==> config.mk <==
export PLATFORM = sky130hd
export DESIGN_NAME = bmf_chain
export DESIGN_NICKNAME = d
export VERILOG_FILES = /design/src/hw/rtl/bmf_cell.sv /design/src/hw/rtl/bmf_chain.sv
export SDC_FILE = /design/constraint.sdc
export NUM_CORES = 1
export LEC_CHECK = 0
export BUFFER_PORTS_ARGS = -buffer_cell sky130_fd_sc_hd__buf_4
export CELL_PAD_IN_SITES_DETAIL_PLACEMENT = 2
export CELL_PAD_IN_SITES_GLOBAL_PLACEMENT = 2
export CORE_ASPECT_RATIO = 1.75
export CORE_MARGIN = 2
export CORE_UTILIZATION = 41
export DETAILED_ROUTE_END_ITERATION = 10
export PLACE_DENSITY_LB_ADDON = 0.1
export SYNTH_ARGS = -nofsm -noshare
export SYNTH_HDL_FRONTEND = slang
export SYNTH_HIERARCHICAL = 1
export SYNTH_SLANG_ARGS = --single-unit
==> constraint.sdc <==
create_clock -name i_clk -period 3 [get_ports i_clk]
set_input_delay 0.45 -clock i_clk [delete_from_list [all_inputs] [get_ports i_clk]]
set_output_delay 0.45 -clock i_clk [all_outputs]
set_load 0.02 [all_outputs]
==> src/hw/rtl/bmf_cell.sv <==
// One restoring subtract step of a divider chain, registered toward its neighbor.
`timescale 1ns / 1ps

module bmf_cell #(
    parameter int RW    = 14,
    parameter int DW    = 6,
    parameter int QW    = 8,
    parameter int SHIFT = 0
) (
    input  logic          i_clk,
    input  logic [RW-1:0] i_rem,
    input  logic [QW-1:0] i_quo,
    input  logic [DW-1:0] i_div,
    output logic [RW-1:0] o_rem,
    output logic [QW-1:0] o_quo
);

    localparam int XW = RW + DW + QW;

    logic [XW-1:0] dsh;
    logic          take;
    logic [RW-1:0] n_rem;
    logic [QW-1:0] n_quo;
    logic [RW-1:0] r_rem;
    logic [QW-1:0] r_quo;

    // Try the shifted divisor against the partial remainder
    always_comb begin
        dsh   = XW'(i_div) << SHIFT;
        take  = (XW'(i_rem) >= dsh);
        n_rem = take ? RW'(XW'(i_rem) - dsh) : i_rem;
        n_quo = take ? (i_quo | (QW'(1) << SHIFT)) : i_quo;
    end

    // Hand the step result to the next cell
    always_ff @(posedge i_clk) begin
        r_rem <= n_rem;
        r_quo <= n_quo;
    end

    assign o_rem = r_rem;
    assign o_quo = r_quo;

endmodule

==> src/hw/rtl/bmf_chain.sv <==
// Row of restoring divider cells; one quotient bit per cell, one cell per cycle.
`timescale 1ns / 1ps

module bmf_chain #(
    parameter int NCELL = 8,
    parameter int RW    = 14,
    parameter int DW    = 6,
    parameter int QW    = 8
) (
    input  logic          i_clk,
    input  logic [RW-1:0] i_dvd,
    input  logic [DW-1:0] i_div,
    output logic [RW-1:0] o_rem,
    output logic [QW-1:0] o_quo
);

    logic [RW-1:0] rem [0:NCELL];
    logic [QW-1:0] quo [0:NCELL];

    assign rem[0] = i_dvd;
    assign quo[0] = '0;

    // Highest quotient bit first
    for (genvar g = 0; g < NCELL; g++) begin : g_cell
        bmf_cell #(
            .RW   (RW),
            .DW   (DW),
            .QW   (QW),
            .SHIFT(NCELL - 1 - g)
        ) u_cell (
            .i_clk(i_clk),
            .i_rem(rem[g]),
            .i_quo(quo[g]),
            .i_div(i_div),
            .o_rem(rem[g+1]),
            .o_quo(quo[g+1])
        );
    end

    assign o_rem = rem[NCELL];
    assign o_quo = quo[NCELL];

endmodule

==> summary.md <==
| Metric | Value |
|---|---|
| Worst Path Required | between 3 and 4 ns |
| Vias in the first global route | between 6000 and 7000 |
| Die height | about 180 um |
| Routed vias/inst | roughly 5.4 |
| Min Tclk post-route | 2.49 ns |
| Area Overhead vs Synth | 16.1% |
| Root Driver | clkbuf_16 |
| Antenna-violating nets left | 0 |
| # IOs | 43 |
| DRT iter0 DRCs | roughly 150 |
| Cts bufs inserted | 17 |
| CTS tree | built |
| Peak VDD IR | between 0.3 and 0.4 mV |
| Gpl congestion | roughly 0.84 |
| Initial Utilization | 0.420 |
| # port buffers | 42 |
| First-pass GRT wire length | ~33000 um |
| Post-detailed-placement cell area | approximately 0.0082 mm2 |
| Worst-path fanout max | 6 |
| Overflow after GRT | 0 |
| Max Root-Sink Buffers | 2 |
| Clock skew | ~0.0064 ns |
| Cell area after layout | 0.00879 mm2 |
| Routed via count | 5468 |
| Ranking of synthesized cells by area | dfxtp_1 47%, ha_1 7.9%, mux2_4 3.2% |
| Fmax achieved | between 400 and 500 MHz |
| Worst-Margin Slew | 0.737 ns |
| Die width | 107 um |
| Commonest cells post-synth | 176 x dfxtp_1, 63 x inv_1, 48 x ha_1 |
| Setup Crit Path Kind | reg2reg |
| Cts hold-fix bufs | 0 |
| Status | finished, final reports clean |
| CP Capture Type | register |
| Launching point of the worst reg2reg path | g_cell[6].u_cell/o_rem[6] |
| Async SR Flop Fraction | 0 |
| Register bit total from synthesis | roughly 180 |
| H-tree depth | 4 |
| Area share of the largest cell type after synthesis | 0.465 |
| Arrival @ worst endpoint | about 2.8 ns |
| Core area | 0.0181 mm2 |
| Util after Layout | 0.487 |
| Synth Cell Area | approximately 0.0076 mm2 |
| Lkg Pwr | roughly 3.8 nW |
| Syn avg cell area | roughly 11 um2 |
| Critical Path Source | g_cell[6].u_cell/o_rem[6] |
| Count leader, synth | dfxtp_1 |
| Register area share after synthesis | 0.465 |
| Max-slew violations | 0 |
| DRT Pass-1 Iters | 4 |
| Die ar. | approximately 0.02 mm2 |
| Hold_sp | i_dvd[3] |
| Unrepaired setup endpoints after global routing | false |
| Synth warn | 6 |
| Rows | 65 |
| Synth cell types | 82 |
| Slew HR | 0.496 |
| # DRC | 0 |
| Final setup viols | 0 |
| Post-CTS resize count | 0 |
| Top FF cell, synth | dfxtp_1 |
| Power Density | between 1000 and 1500 mW/mm2 |
| Total track usage | 0.219 |
| Worst-Skew Late Latency | between 0.4 and 0.5 ns |
| Critical Path Start Type | register |
| Initial antenna violation count | 0 |
| HP Class | in2reg |
| Max-cap viol count | 0 |
| WHS | 0.121 ns |
| Non-filler instance count after layout | between 1000 and 1500 |
| WL final | 20400 um |
| Clk slew on worst S/H paths | roughly 0.070 ns |
| Post-synth EDFFs | 0 |
| Setup Buffers After CTS | 0 |
| Share of layout cells above drive strength 1 | 0.194 |
| Hold Fails Final Rpt | 0 |
| DP Wirelength | between 15000 and 20000 um |
| Crit share post-route | 0.830 |
| Area leader, netlist | dfxtp_1 |
| Placed Cells | 989 |
| N_diodes | 0 |
| Nets | between 800 and 900 |
| Clk sinks | roughly 180 |
| Setup TNS | 0 ns |
| Pin count of the biggest net entering global routing | 17 |
| Synth Instances | 705 |
| Routed len/inst | between 15 and 20 um |
==> where the power goes <==
| part | total, mW | switching (mW) | internal [mW] | leakage (nW) |
|---|---|---|---|---|
| Combinational | 3.55 | 1.89 | 1.66 | 2.00 |
| Sequential | 3.49 | 0.510 | 2.98 | 1.48 |
| Clock | 2.19 | 0.981 | 1.21 | 0.286 |
| Total | 9.24 | 3.38 | 5.86 | 3.76 |
==> path summary, 6_finish.rpt <==
| kind | endpoint | slack, ns | cells after the start |
|---|---|---|---|
| min | g_cell[0].u_cell/o_rem[3] | 0.12 | 1 |
| max | g_cell[7].u_cell/o_rem[3] | 0.51 | 5 |
| min reg2reg | g_cell[3].u_cell/o_quo[2] | 0.32 | 0 |
| max reg2reg | g_cell[7].u_cell/o_rem[3] | 0.51 | 5 |
==> cell families (layout without fill, tap and decap cells) <==
family | count (synthesis) | in the layout | synth area share
mux | 42 | 42 | 0.0684
simple gates | 186 | 186 | 0.160
fa+ha+maj | 56 | 56 | 0.100
compound gates | 143 | 143 | 0.131
xor+xnor | 34 | 34 | 0.0393
flops | 176 | 176 | 0.465
other cells | 1 | 8 | 0.000495
buf+inv | 67 | 142 | 0.0355
==> worst max-delay path, cell delays in order (launching register included) <==
cell and delay (ns):
dfxtp_1 0.38, or3_4 0.44, or4_4 0.48, or4_4 0.58, nor2_4 0.18, mux2_4 0.31
==> stage by stage <==
step,worst slack (ns),power [mW]
floorplan,0.611,5.96
global placement,0.291,6.84
detailed placement,0.193,7.06
CTS,0.482,9.35
global route,0.400,9.83
finish,0.511,9.24
==> cell type report <==
type,count,area (um2)
sequential,176,3520
timing repair buffer,47,353
clock inverter,11,120
clock buffer,21,460
multi-input combinational,469,3810
tap,234,293
inverter,63,236
fill,1884,9260
==> cells in the final DEF, fill, tap and decap left out, drive strengths merged, types with 12 or more instances in the layout <==
cell | synthesis | routed
or3 | 12 | 12
a21oi | 28 | 28
inv | 63 | 70
buf | 4 | 47
nand2 | 24 | 24
nor2 | 43 | 43
o21ai | 36 | 36
clkbuf | 0 | 21
dfxtp | 176 | 176
mux2i | 12 | 12
o21a | 15 | 15
xnor2 | 23 | 23
mux2 | 30 | 30
nor3 | 21 | 21
ha | 48 | 48
==> layer usage <==
metal,track usage,wire length (um)
met1,0.195,6830
met2,0.446,12200
met3,0.0383,450
met4,0.121,922
met5,0,0
==> registers in the layout, indices dropped and copies added, names as in the netlist <==
signal / flops
g_cell.u_cell/o_quo: 64
g_cell.u_cell/o_rem: 112
Note: power is estimated with default switching activity, not from simulation.
